**src/rtl/core/sfc_pkg.sv**
```systemverilog
// ============================================================================
// sfc_pkg: shared types and constants for the sent frame capture block
// Holds the configuration and frame types, register indexes, reset values
// and the period-to-nibble conversion.
// ============================================================================
package sfc_pkg;

    // Field widths.
    localparam int TIME_W   = 32;
    localparam int CFG_W    = 10;
    localparam int NIB_W    = 4;
    localparam int SYNC_W   = 8;
    localparam int DATA_W   = 24;
    localparam int CNT_W    = 4;
    localparam int CFG_IDX_W = 2;

    // Frame layout: status nibble plus six data nibbles are held, the CRC
    // nibble arrives on the last pulse.
    localparam int HELD_DEPTH   = 7;
    localparam int HELD_IDX_W   = 3;
    localparam logic [CNT_W-1:0] LAST_PULSE = 4'd8;

    // Register indexes on the configuration port.
    localparam logic [CFG_IDX_W-1:0] CFG_SYNC_PERIOD = 2'd0;
    localparam logic [CFG_IDX_W-1:0] CFG_NIBBLE_MIN  = 2'd1;
    localparam logic [CFG_IDX_W-1:0] CFG_NIBBLE_MAX  = 2'd2;

    // Register reset values.
    localparam logic [CFG_W-1:0] SYNC_PERIOD_RST = 10'd164;
    localparam logic [CFG_W-1:0] NIBBLE_MIN_RST  = 10'd36;
    localparam logic [CFG_W-1:0] NIBBLE_MAX_RST  = 10'd81;

    // Nibble conversion constants: x / 3 == (x * 171) >> 9 for 8-bit x.
    localparam logic [15:0] DIV3_MULT  = 16'd171;
    localparam logic [NIB_W-1:0] NIB_OFFSET = 4'd12;

    typedef struct packed {
        logic [CFG_W-1:0] sync_period;
        logic [CFG_W-1:0] nibble_min;
        logic [CFG_W-1:0] nibble_max;
    } sfc_cfg_t;

    typedef struct packed {
        logic [SYNC_W-1:0] sync_width;
        logic [NIB_W-1:0]  status_nibble;
        logic [DATA_W-1:0] data_nibbles;
        logic [NIB_W-1:0]  crc_nibble;
    } sfc_frame_t;

    // Nibble value from the low eight bits of a period: period / 3 - 12,
    // wrapped to four bits.
    function automatic logic [NIB_W-1:0] period_to_nibble(input logic [7:0] low);
        logic [15:0] prod;
        logic [6:0]  quot;
        prod = {8'd0, low} * DIV3_MULT;
        quot = prod[15:9];
        return quot[NIB_W-1:0] - NIB_OFFSET;
    endfunction

endpackage

```
**src/rtl/core/sent_frame_capture.sv**
```systemverilog
// ============================================================================
// sent_frame_capture: single-edge nibble frame decoder
// Turns falling-edge timestamps into decoded frames of sync width, status,
// six data nibbles and the CRC nibble.
// ============================================================================
// Usage:
//   The input channel (in_valid, in_ready, edge_time) carries one falling
//   edge per transfer as a 32-bit microsecond timestamp. The output channel
//   (out_valid, out_ready and the frame fields) carries one transfer per
//   completed frame: a sync pulse followed by eight in-window nibble pulses.
//   Edges that drop a frame or hunt for sync produce no output.
//   An accepted edge lands in an input register. When the output register
//   can take a result, the tracker steps on the held edge and a completed
//   frame is loaded into the output register, where it waits for out_ready.
//   Throughput is one edge per cycle while the output register can take a
//   result; tracker period compare and nibble conversion are combinational.
//   When the receiver stalls with a frame waiting, the input register holds
//   its edge and in_ready drops until the output register is taken; with
//   the output register free, edges keep flowing every cycle. Reset clears
//   the last edge time to zero, returns to sync hunting and loads the default
//   sync period and nibble window. The user must write registers through
//   cfg_wr_en, cfg_index, cfg_data while no edge is in flight; unenforced.
// ============================================================================
module sent_frame_capture (
    input  logic                           clk,
    input  logic                           rst_n,
    input  logic                           in_valid,
    output logic                           in_ready,
    input  logic [sfc_pkg::TIME_W-1:0]     edge_time,
    output logic                           out_valid,
    input  logic                           out_ready,
    output logic [sfc_pkg::SYNC_W-1:0]     sync_width,
    output logic [sfc_pkg::NIB_W-1:0]      status_nibble,
    output logic [sfc_pkg::DATA_W-1:0]     data_nibbles,
    output logic [sfc_pkg::NIB_W-1:0]      crc_nibble,
    input  logic                           cfg_wr_en,
    input  logic [sfc_pkg::CFG_IDX_W-1:0]  cfg_index,
    input  logic [sfc_pkg::CFG_W-1:0]      cfg_data
);

    sfc_pkg::sfc_cfg_t            cfg_reg, cfg_next;
    logic                         s1_valid_reg, s1_valid_next;
    logic [sfc_pkg::TIME_W-1:0]   s1_time_reg;
    logic                         out_valid_reg, out_valid_next;
    sfc_pkg::sfc_frame_t          out_frame_reg;

    logic                         s1_advance;
    logic                         step;
    logic                         frame_done;
    sfc_pkg::sfc_frame_t          frame;

    // Configuration register writes; unused indexes are ignored.
    always_comb
    begin
        cfg_next = cfg_reg;
        if (cfg_wr_en)
        begin
            unique case (cfg_index)
                sfc_pkg::CFG_SYNC_PERIOD: cfg_next.sync_period = cfg_data;
                sfc_pkg::CFG_NIBBLE_MIN:  cfg_next.nibble_min  = cfg_data;
                sfc_pkg::CFG_NIBBLE_MAX:  cfg_next.nibble_max  = cfg_data;
                default:                  cfg_next = cfg_reg;
            endcase
        end
    end

    always_ff @(posedge clk or negedge rst_n)
    begin
        if (!rst_n)
        begin
            cfg_reg.sync_period <= sfc_pkg::SYNC_PERIOD_RST;
            cfg_reg.nibble_min  <= sfc_pkg::NIBBLE_MIN_RST;
            cfg_reg.nibble_max  <= sfc_pkg::NIBBLE_MAX_RST;
        end
        else
        begin
            cfg_reg <= cfg_next;
        end
    end

    // Handshake: the held edge steps whenever the output register can take
    // a result.
    assign s1_advance = !out_valid_reg || out_ready;
    assign in_ready   = !s1_valid_reg || s1_advance;
    assign step       = s1_valid_reg && s1_advance;

    always_comb
    begin
        priority if (in_valid && in_ready)
        begin
            s1_valid_next = 1'b1;
        end
        else if (s1_advance)
        begin
            s1_valid_next = 1'b0;
        end
        else
        begin
            s1_valid_next = s1_valid_reg;
        end
    end

    // Output register: load a finished frame, or drop the one taken.
    always_comb
    begin
        priority if (step && frame_done)
        begin
            out_valid_next = 1'b1;
        end
        else if (out_ready)
        begin
            out_valid_next = 1'b0;
        end
        else
        begin
            out_valid_next = out_valid_reg;
        end
    end

    always_ff @(posedge clk or negedge rst_n)
    begin
        if (!rst_n)
        begin
            s1_valid_reg  <= 1'b0;
            out_valid_reg <= 1'b0;
        end
        else
        begin
            s1_valid_reg  <= s1_valid_next;
            out_valid_reg <= out_valid_next;
        end
    end

    // Payload registers.
    always_ff @(posedge clk)
    begin
        if (in_valid && in_ready)
        begin
            s1_time_reg <= edge_time;
        end
        if (step && frame_done)
        begin
            out_frame_reg <= frame;
        end
    end

    // Frame tracking.
    sfc_frame_track u_track (
        .clk       (clk),
        .rst_n     (rst_n),
        .step      (step),
        .edge_time (s1_time_reg),
        .cfg       (cfg_reg),
        .done      (frame_done),
        .frame     (frame)
    );

    assign out_valid     = out_valid_reg;
    assign sync_width    = out_frame_reg.sync_width;
    assign status_nibble = out_frame_reg.status_nibble;
    assign data_nibbles  = out_frame_reg.data_nibbles;
    assign crc_nibble    = out_frame_reg.crc_nibble;

    // A new result only appears after the tracker finished a frame.
    a_result_source: assert property (@(posedge clk) disable iff (!rst_n)
        out_valid_reg && !$past(out_valid_reg) |-> $past(step && frame_done))
        else $error("result appeared without a completed frame");

    // Backpressure only while both registers are occupied.
    a_ready_low: assert property (@(posedge clk) disable iff (!rst_n)
        !in_ready |-> s1_valid_reg && out_valid_reg)
        else $error("input stalled with a free register");

    // A held edge that cannot step keeps its timestamp.
    a_hold_edge: assert property (@(posedge clk) disable iff (!rst_n)
        s1_valid_reg && !s1_advance |=> s1_valid_reg && $stable(s1_time_reg))
        else $error("held edge lost while stalled");

endmodule

```
**src/rtl/core/sfc_frame_track.sv**
```systemverilog
// ============================================================================
// sfc_frame_track: edge-to-frame tracker
// Measures the period from the previous edge, hunts for the sync pulse,
// collects nibble pulses and flags a completed frame in the step of its last pulse.
// ============================================================================
module sfc_frame_track (
    input  logic                          clk,
    input  logic                          rst_n,
    input  logic                          step,
    input  logic [sfc_pkg::TIME_W-1:0]    edge_time,
    input  sfc_pkg::sfc_cfg_t             cfg,
    output logic                          done,
    output sfc_pkg::sfc_frame_t           frame
);

    logic [sfc_pkg::TIME_W-1:0]  last_edge_reg, last_edge_next;
    logic                        capturing_reg, capturing_next;
    logic [sfc_pkg::CNT_W-1:0]   pulse_count_reg, pulse_count_next;
    logic [sfc_pkg::SYNC_W-1:0]  held_sync_reg, held_sync_next;
    logic [sfc_pkg::NIB_W-1:0]   held_nibbles_reg [sfc_pkg::HELD_DEPTH];

    logic [sfc_pkg::TIME_W-1:0]     period;
    logic                           is_sync;
    logic                           in_window;
    logic [sfc_pkg::NIB_W-1:0]      nibble;
    logic                           held_wr;
    logic [sfc_pkg::HELD_IDX_W-1:0] held_slot;
    logic [sfc_pkg::CNT_W-1:0]      slot_full;

    // Period measurement and classification.
    assign period    = edge_time - last_edge_reg;
    assign is_sync   = period == {{(sfc_pkg::TIME_W-sfc_pkg::CFG_W){1'b0}}, cfg.sync_period};
    assign in_window = (period >= {{(sfc_pkg::TIME_W-sfc_pkg::CFG_W){1'b0}}, cfg.nibble_min})
                    && (period <= {{(sfc_pkg::TIME_W-sfc_pkg::CFG_W){1'b0}}, cfg.nibble_max});
    assign nibble    = sfc_pkg::period_to_nibble(period[7:0]);
    assign slot_full = pulse_count_reg - 4'd1;
    assign held_slot = slot_full[sfc_pkg::HELD_IDX_W-1:0];

    // Frame state machine step.
    always_comb
    begin
        last_edge_next   = last_edge_reg;
        capturing_next   = capturing_reg;
        pulse_count_next = pulse_count_reg;
        held_sync_next   = held_sync_reg;
        held_wr          = 1'b0;
        done             = 1'b0;
        if (step)
        begin
            last_edge_next = edge_time;
            priority if (!capturing_reg)
            begin
                if (is_sync)
                begin
                    capturing_next   = 1'b1;
                    pulse_count_next = 4'd1;
                    held_sync_next   = period[sfc_pkg::SYNC_W-1:0];
                end
            end
            else if (!in_window)
            begin
                capturing_next   = 1'b0;
                pulse_count_next = '0;
            end
            else if (pulse_count_reg != sfc_pkg::LAST_PULSE)
            begin
                held_wr          = 1'b1;
                pulse_count_next = pulse_count_reg + 4'd1;
            end
            else
            begin
                done             = 1'b1;
                capturing_next   = 1'b0;
                pulse_count_next = '0;
            end
        end
    end

    // Control state.
    always_ff @(posedge clk or negedge rst_n)
    begin
        if (!rst_n)
        begin
            last_edge_reg   <= '0;
            capturing_reg   <= 1'b0;
            pulse_count_reg <= '0;
            held_sync_reg   <= '0;
        end
        else
        begin
            last_edge_reg   <= last_edge_next;
            capturing_reg   <= capturing_next;
            pulse_count_reg <= pulse_count_next;
            held_sync_reg   <= held_sync_next;
        end
    end

    // Held nibbles are written before they are read within a frame.
    always_ff @(posedge clk)
    begin
        if (held_wr)
        begin
            held_nibbles_reg[held_slot] <= nibble;
        end
    end

    // Completed frame, first data nibble in the top bits.
    assign frame.sync_width    = held_sync_reg;
    assign frame.status_nibble = held_nibbles_reg[0];
    assign frame.data_nibbles  = {held_nibbles_reg[1], held_nibbles_reg[2],
                                  held_nibbles_reg[3], held_nibbles_reg[4],
                                  held_nibbles_reg[5], held_nibbles_reg[6]};
    assign frame.crc_nibble    = nibble;

    // The pulse count never passes the last pulse of a frame.
    a_count_range: assert property (@(posedge clk) disable iff (!rst_n)
        pulse_count_reg <= sfc_pkg::LAST_PULSE)
        else $error("pulse count out of range");

    // While hunting for sync, no pulses are counted.
    a_idle_count: assert property (@(posedge clk) disable iff (!rst_n)
        !capturing_reg |-> pulse_count_reg == '0)
        else $error("pulse count nonzero while idle");

    // A frame completes only on its last pulse, and tracking then goes idle.
    a_done_last: assert property (@(posedge clk) disable iff (!rst_n)
        done |-> capturing_reg && pulse_count_reg == sfc_pkg::LAST_PULSE
                 ##1 !capturing_reg)
        else $error("frame completed at the wrong pulse");

endmodule
```
**config.mk**
```make
export PLATFORM = sky130hd
export DESIGN_NAME = sent_frame_capture
export DESIGN_NICKNAME = d
export VERILOG_FILES = /design/src/rtl/core/sfc_pkg.sv /design/src/rtl/core/sent_frame_capture.sv /design/src/rtl/core/sfc_frame_track.sv
export SDC_FILE = /design/constraint.sdc
export NUM_CORES = 1
export LEC_CHECK = 0
export BUFFER_PORTS_ARGS = -buffer_cell sky130_fd_sc_hd__buf_2
export CAP_MARGIN = 0
export CORE_MARGIN = 2
export CORE_UTILIZATION = 28
export DETAILED_ROUTE_END_ITERATION = 16
export REMOVE_ABC_BUFFERS = 1
export SLEW_MARGIN = 20
export SYNTH_ARGS = -nofsm -noshare
export SYNTH_HDL_FRONTEND = slang
export SYNTH_HIERARCHICAL = 1
export SYNTH_SLANG_ARGS = --single-unit
```
**constraint.sdc**
```tcl
create_clock -name clk -period 7.7 [get_ports clk]
set_input_delay 0.385 -clock clk [delete_from_list [all_inputs] [get_ports clk]]
set_output_delay 0.385 -clock clk [all_outputs]
set_load 0.1 [all_outputs]
```
==> results.py, run 1 <==
metrics = {
    "outcome": {
        "status": "complete, no violations",
    },
    "setup_path": {
        "worstPathRequired_ns": 7.87,
        "startpoint_type": "register",
        "critPathSlowestCell": "xor2_1",
        "endpoint_kind": "register",
        "crit_chain": "inv_1 -> ha_1 -> inv_1 -> fa_1 -> a211oi_1 -> o21ai_1 -> xor2_1 -> ha_1 -> inv_1 -> fa_1 -> fa_1 -> inv_1 -> ha_1 -> a21o_1 -> a21o_1 -> a21oi_1 -> nor2b_1 -> a31oi_1 -> nand2_1 -> xnor2_1",
        "r2r_slack_ns": 1.99,
        "criticalPathCategory": "reg -> reg",
        "critPathMostFrequentCell": "inv_1",
        "arrival_ns": 5.88,
        "max_stage_delay_ns": 0.67,
        "worstPathMaxFanout": 8,
    },
    "synthesis": {
        "synth-edff-count": 100,
        "synth_top_area_cell": "edfxtp_1",
        "synthTopCellsByArea": "edfxtp_1 (29%), dfrtp_1 (16%), ha_1 (10%)",
        "ys_warn_count": 6,
        "ys_ff_latch": 177,
        "netlist.area_leader.share_pct": 28.7,
        "ys_seq_area_share_pct": 47.2,
        "synthCells": 939,
        "ys_types": 83,
        "avgSynthCellArea_um2": 11.2,
        "synthArstFlopShare_pct": 43.5,
        "synthesis.area_um2": 10500,
        "yosys_most_used_dff": "edfxtp_1",
    },
    "timing": {
        "slew_headroom_pct": 28.3,
        "setup_viol": 0,
        "rsz0062_at_grt": "no",
        "setup_ws_ns": 1.99,
        "hold_violations": 0,
        "period_share_pct": 74.1,
        "fmax_mhz": 175,
        "final_max_slew_viol_count": 0,
        "tightestPinTransition_ns": 1.06,
        "finalSetupTns_ns": 0,
        "skew_ns": 0.0116,
        "fin_crit_ns": 5.71,
    },
    "grt": {
        "top_usage_layer": "met2",
        "grt_antenna_before_repair": 1,
        "use_met1_pct": 15.9,
        "grtUsageTotal_pct": 12.3,
        "met2_usage_pct": 20.4,
        "grt_pass1_vias": 7284,
        "grt-ovfl-total": 0,
        "grt_pass1_wl_um": 37700,
        "grt_max_degree": 66,
        "met3_usage_pct": 2.68,
    },
    "detailed_routing": {
        "vias": 7252,
        "drt-vias-per-instance": 4.81,
        "wl_per_cell_um": 15.2,
        "drtIter0Drc": 483,
        "wirelength_um": 23000,
        "drc": 0,
        "antenna_left": 0,
        "first_pass_iters": 5,
    },
    "finish": {
        "fill_cells": 3677,
        "finalNetCount": 1174,
        "layoutNonFillerInstCount": 1508,
        "fin_area_um2": 12000,
        "drive_above_1_share_pct": 19.9,
        "final_core_util_pct": 32.6,
        "antennaDiodeCount": 0,
        "area_growth_syn_to_layout_pct": 14.4,
    },
    "placement": {
        "dpl_cell_area_um2": 11400,
        "dp.cells": 1475,
        "post-place-ws_ns": 1.95,
        "place_congestion": 0.854,
        "hpwlAfterDp_um": 17400,
        "io_buffers": 90,
    },
    "pwr": {
        "p_seq_share_pct": 34.9,
        "intPower_w": 0.00283,
        "p_leak_nw": 5.17,
        "switchingPower_w": 0.00178,
        "pwr-share-clk_pct": 18.2,
        "p_sw_share_pct": 38.5,
        "powerDensity_nw_per_um2": 385,
        "ir_drop_mv": 0.451,
        "power_frac_comb_pct": 46.8,
    },
    "run": {
        "maxCapViolCount": 0,
    },
    "floorplanning": {
        "die_y_um": 197,
        "initial_core_util_pct": 28.5,
        "coreArea_um2": 36700,
        "dieWidth_um": 197,
        "die-area_um2": 39000,
        "num_rows": 70,
        "ioPinCount": 91,
    },
    "clock_tree": {
        "ctsLongestPathBuffers": 2,
        "worstSkewPairLatency_ns": 0.45,
        "tritoncts": "built",
        "cts_buffers": 17,
        "clkTransAtPathRegs_ns": 0.07,
        "cts_setup_buffers": 0,
        "cts_root_buffer": "clkbuf_16",
        "h-tree-depth": 4,
        "cts.sinks": 177,
    },
    "min_path": {
        "min_path_type": "in -> reg",
    },
}
==> critical path, delay by kind of cell, from the launching register on <==
kind | cells | cell delay (ns)
buffers and inverters | 4 | 0.23
adder cells (fa/ha/maj) | 6 | 2.19
flip-flops | 1 | 0.38
AO/OA/AOI/OAI | 6 | 1.34
AND/OR/NAND/NOR | 2 | 0.21
XOR/XNOR | 2 | 1.11
==> per-layer routing <==
layer	share of wire (%)	wire, um
met2	48	11000
met3	4.4	1000
met1	46	10600
met4	1.5	340
met5	0.070	16
==> final cells by class <==
| class | count | area [um2] | share of cell area [%] |
|---|---|---|---|
| sequential | 177 | 4940 | 41.2 |
| tap | 468 | 586 | 4.89 |
| inverter | 105 | 394 | 3.29 |
| timing repair buffer | 98 | 536 | 4.47 |
| clock buffer | 17 | 425 | 3.55 |
| clock inverter | 14 | 134 | 1.12 |
| multi-input combinational | 629 | 4970 | 41.5 |
==> cells by family (layout without fill, tap and decap cells) <==
| group | after synthesis | count (layout) | share of synthesized area [%] |
|---|---|---|---|
| adders and majority gates | 97 | 97 | 12.4 |
| muxes | 45 | 45 | 5.75 |
| DFF | 177 | 177 | 47.2 |
| and+or+nand+nor | 242 | 242 | 12.6 |
| AOI/OAI and AO/OA | 210 | 210 | 13.2 |
| buffers and inverters | 133 | 234 | 5.62 |
| xor gates and xnor gates | 35 | 35 | 3.19 |
==> power groups by stage <==
stage	clock, W	sequential [W]	combinational [W]
floorplan	0	0.00161	0.00163
global placement	0	0.00163	0.00210
detailed placement	0	0.00163	0.00220
CTS	0.000876	0.00161	0.00222
global route	0.000910	0.00162	0.00255
finish	0.000841	0.00161	0.00216
==> repair_timing <==
action                                 4_1_cts  5_1_grt
resized for setup                            0        0
hold buffers                                 1        0
endpoints found under the hold margin       26        0
==> path summary, 6_finish.rpt <==
kind / from / endpoint / depth (start not counted)
setup / recovery: s1_time_reg[0] / u_track/held_nibbles_reg[4][3] / 20
hold reg to reg: u_track/held_nibbles_reg[0][1] / status_nibble[1] / 0
setup reg to reg: s1_time_reg[0] / u_track/held_nibbles_reg[4][3] / 20
hold / removal: edge_time[21] / s1_time_reg[21] / 1
max in group asynchronous: rst_n / u_track/last_edge_reg[1] / 3
min in group asynchronous: rst_n / out_valid / 2
==> cells in the mapped netlist, types with 9 or more instances <==
cell      instances
nand2_1          86
xnor2_1          22
inv_1           105
nand3_1          19
ha_1             85
nand4_1          13
a21o_1           12
edfxtp_1        100
nor3_1            9
xor2_1           11
fa_1             12
mux2_4           27
o21a_1           12
dfrtp_1          69
nor2_1           34
and2_1            9
o21ai_0          58
clkbuf_1         11
a21oi_1          51
mux2_2           13
==> cells in the final DEF (no fill, tap or decap), drive strengths merged, types with 12 or more instances in the layout <==
cell	netlist	routed
a21o	13	13
clkbuf	15	17
edfxtp	100	100
inv	105	115
nor2	34	34
xnor2	22	22
buf	13	97
o21ai	62	62
a21oi	52	52
ha	85	85
o21a	12	12
dfrtp	69	69
fa	12	12
nand3	22	22
mux2	40	40
nand4	13	13
nand2	86	86
==> metrics by stage <==
step / total power, W / hold slack (ns)
global placement: 0.00373 / 0.346
finish: 0.00461 / 0.109
floorplan: 0.00325 / 0.0894
detailed placement: 0.00384 / 0.347
global route: 0.00508 / 0.0863
CTS: 0.00471 / 0.0770
(Power assumes the default switching activity.)
==> inputs of run 2 (changes only) <==
- clock period: 7.7 -> 5.7 ns (I/O delays scaled with it)
==> run 2 against run 1 <==
Clock power is 43% higher; count of clock-buffer cells in the layout stayed put; maximum frequency is 9.6% higher.
==> results.py, run 2 (synthesis gave the netlist of run 1 again) <==
metrics = {
    "outcome": {
        "status": "complete, no violations",
    },
    "floorplanning": {
        "coreArea_um2": 36700,
        "die_y_um": 197,
        "dieWidth_um": 197,
        "die-area_um2": 39000,
        "initial_core_util_pct": 28.5,
        "num_rows": 70,
        "ioPinCount": 91,
    },
    "clock_tree": {
        "tritoncts": "built",
        "clkTransAtPathRegs_ns": 0.07,
        "cts_buffers": 17,
        "cts_root_buffer": "clkbuf_16",
        "cts.sinks": 177,
        "ctsLongestPathBuffers": 2,
        "h-tree-depth": 4,
        "worstSkewPairLatency_ns": 0.45,
    },
    "pwr": {
        "powerDensity_nw_per_um2": 523,
        "power_w": 0.00646,
        "ir_drop_mv": 0.896,
        "p_leak_nw": 5.36,
    },
    "finish": {
        "final_core_util_pct": 33.7,
        "fill_cells": 3627,
        "multi_input_area_um2": 4970,
        "finalNetCount": 1209,
        "drive_above_1_share_pct": 20.3,
        "seq_area_um2": 4940,
        "mostFrequentLayoutCells": "inv_1 (105), edfxtp_1 (100), buf_2 (89), nand2_1 (86), ha_1 (85)",
        "area_growth_syn_to_layout_pct": 18.0,
        "final_common_cell": "inv_1",
        "layoutNonFillerInstCount": 1545,
    },
    "detailed_routing": {
        "drc": 0,
        "wirelength_um": 22500,
        "wl_per_cell_um": 14.6,
        "first_pass_iters": 5,
        "antenna_left": 0,
        "vias": 7308,
        "drtIter0Drc": 346,
        "drt-vias-per-instance": 4.73,
    },
    "setup_path": {
        "startpoint_type": "register",
        "crit_chain": "ha_1 -> and2_4 -> o211ai_1 -> and2_1 -> xnor2_1 -> inv_1 -> fa_1 -> fa_1 -> fa_1 -> inv_1 -> ha_1 -> a21oi_1 -> nor2b_1 -> nor2_1 -> xnor2_1",
        "max_stage_delay_ns": 0.59,
        "arrival_ns": 5.35,
        "r2r_end": "u_track/held_nibbles_reg[1][1]",
        "criticalPathCategory": "reg -> reg",
        "endpoint_kind": "register",
        "critPathSlowestCell": "fa_1",
        "endpoint": "u_track/held_nibbles_reg[1][1]",
        "rr_worst_depth": 15,
        "r2r_slack_ns": 0.49,
        "critPathMostFrequentCell": "fa_1",
        "rr_startpoint": "s1_time_reg[3]",
        "crit_start": "s1_time_reg[3]",
        "worstPathRequired_ns": 5.84,
        "worstPathMaxFanout": 8,
    },
    "timing": {
        "final_max_slew_viol_count": 0,
        "skew_ns": 0.0127,
        "period_share_pct": 91.4,
        "fin_crit_ns": 5.21,
        "rsz0062_at_grt": "no",
        "hold_violations": 0,
        "setup_viol": 0,
        "fmax_mhz": 192,
        "tightestPinTransition_ns": 0.806,
        "slew_headroom_pct": 46.0,
    },
    "grt": {
        "grt_antenna_before_repair": 2,
        "grt_max_degree": 66,
        "grt-ovfl-total": 0,
        "grtUsageTotal_pct": 12.2,
        "grt_pass1_vias": 7150,
        "grt_pass1_wl_um": 37200,
    },
    "placement": {
        "io_buffers": 90,
        "place_congestion": 0.880,
        "dp.cells": 1486,
        "hpwlAfterDp_um": 17200,
    },
    "min_path": {
        "min_path_type": "in -> reg",
        "hold_depth": 1,
    },
    "run": {
        "maxCapViolCount": 0,
    },
}
[run 2: through the flow]
step	instance area [um2]	setup TNS [ns]	hold WS [ns]	setup slack, ns
final	12400	0	0.0221	0.492
after global placement	11500	0	0.264	0.469
after CTS	12300	0	0.000156	0.326
after global routing	12400	0	0.00772	0.0406
after detailed placement	11500	0	0.270	0.361
after floorplan	10300	-12.41	-0.0106	-0.310
[run 2: worst min-delay path by stage]
stage,start,to
after floorplan,rst_n,cfg_reg[10]
after global placement,rst_n,s1_valid_reg
after detailed placement,rst_n,out_valid
after CTS,edge_time[9],s1_time_reg[9]
after global routing,edge_time[18],s1_time_reg[18]
final,edge_time[18],s1_time_reg[18]
[run 2: report_power, final]
group / switching [W] / internal (W) / total (W)
combinational: 0.00187 / 0.00122 / 0.00309
sequential: 0.0000455 / 0.00213 / 0.00217
clock: 0.000571 / 0.000632 / 0.00120
total: 0.00249 / 0.00398 / 0.00646
[run 2: worst max-delay path, delay by kind of cell, from the launching register on]
family / cells / cell delay (ns)
adders and majority gates: 5 / 2.25
xor gates and xnor gates: 2 / 1.03
buffers and inverters: 2 / 0.17
and+or+nand+nor: 4 / 0.78
DFF: 1 / 0.40
AOI/OAI and AO/OA: 2 / 0.27
[run 2: layout make-up]
cell class	instances	area share (%)
diodes	1	0.0203
flip-flops and latches	177	40.0
inverters	105	3.19
multi-input cells	629	40.2
well taps	468	4.74
repair buffers	133	6.91
clock inverters	15	1.49
clock buffers	17	3.44
[run 2: per-layer routing]
metal | global-route usage (%) | wire, um | vias to the layer above
li1 | - | - | 3642
met1 | 16.1 | 10600 | 3487
met2 | 19.6 | 10500 | 152
met3 | 2.66 | 1000 | 25
met4 | 4.20 | 389 | 2
met5 | 0 | 13 | -
[run 2: repair_timing]
item                       CTS  global route
setup buffers                0             0
hold buffers                26             0
gates resized for setup      0             2
hold endpoints to repair    54             0
setup endpoints to repair    0            16
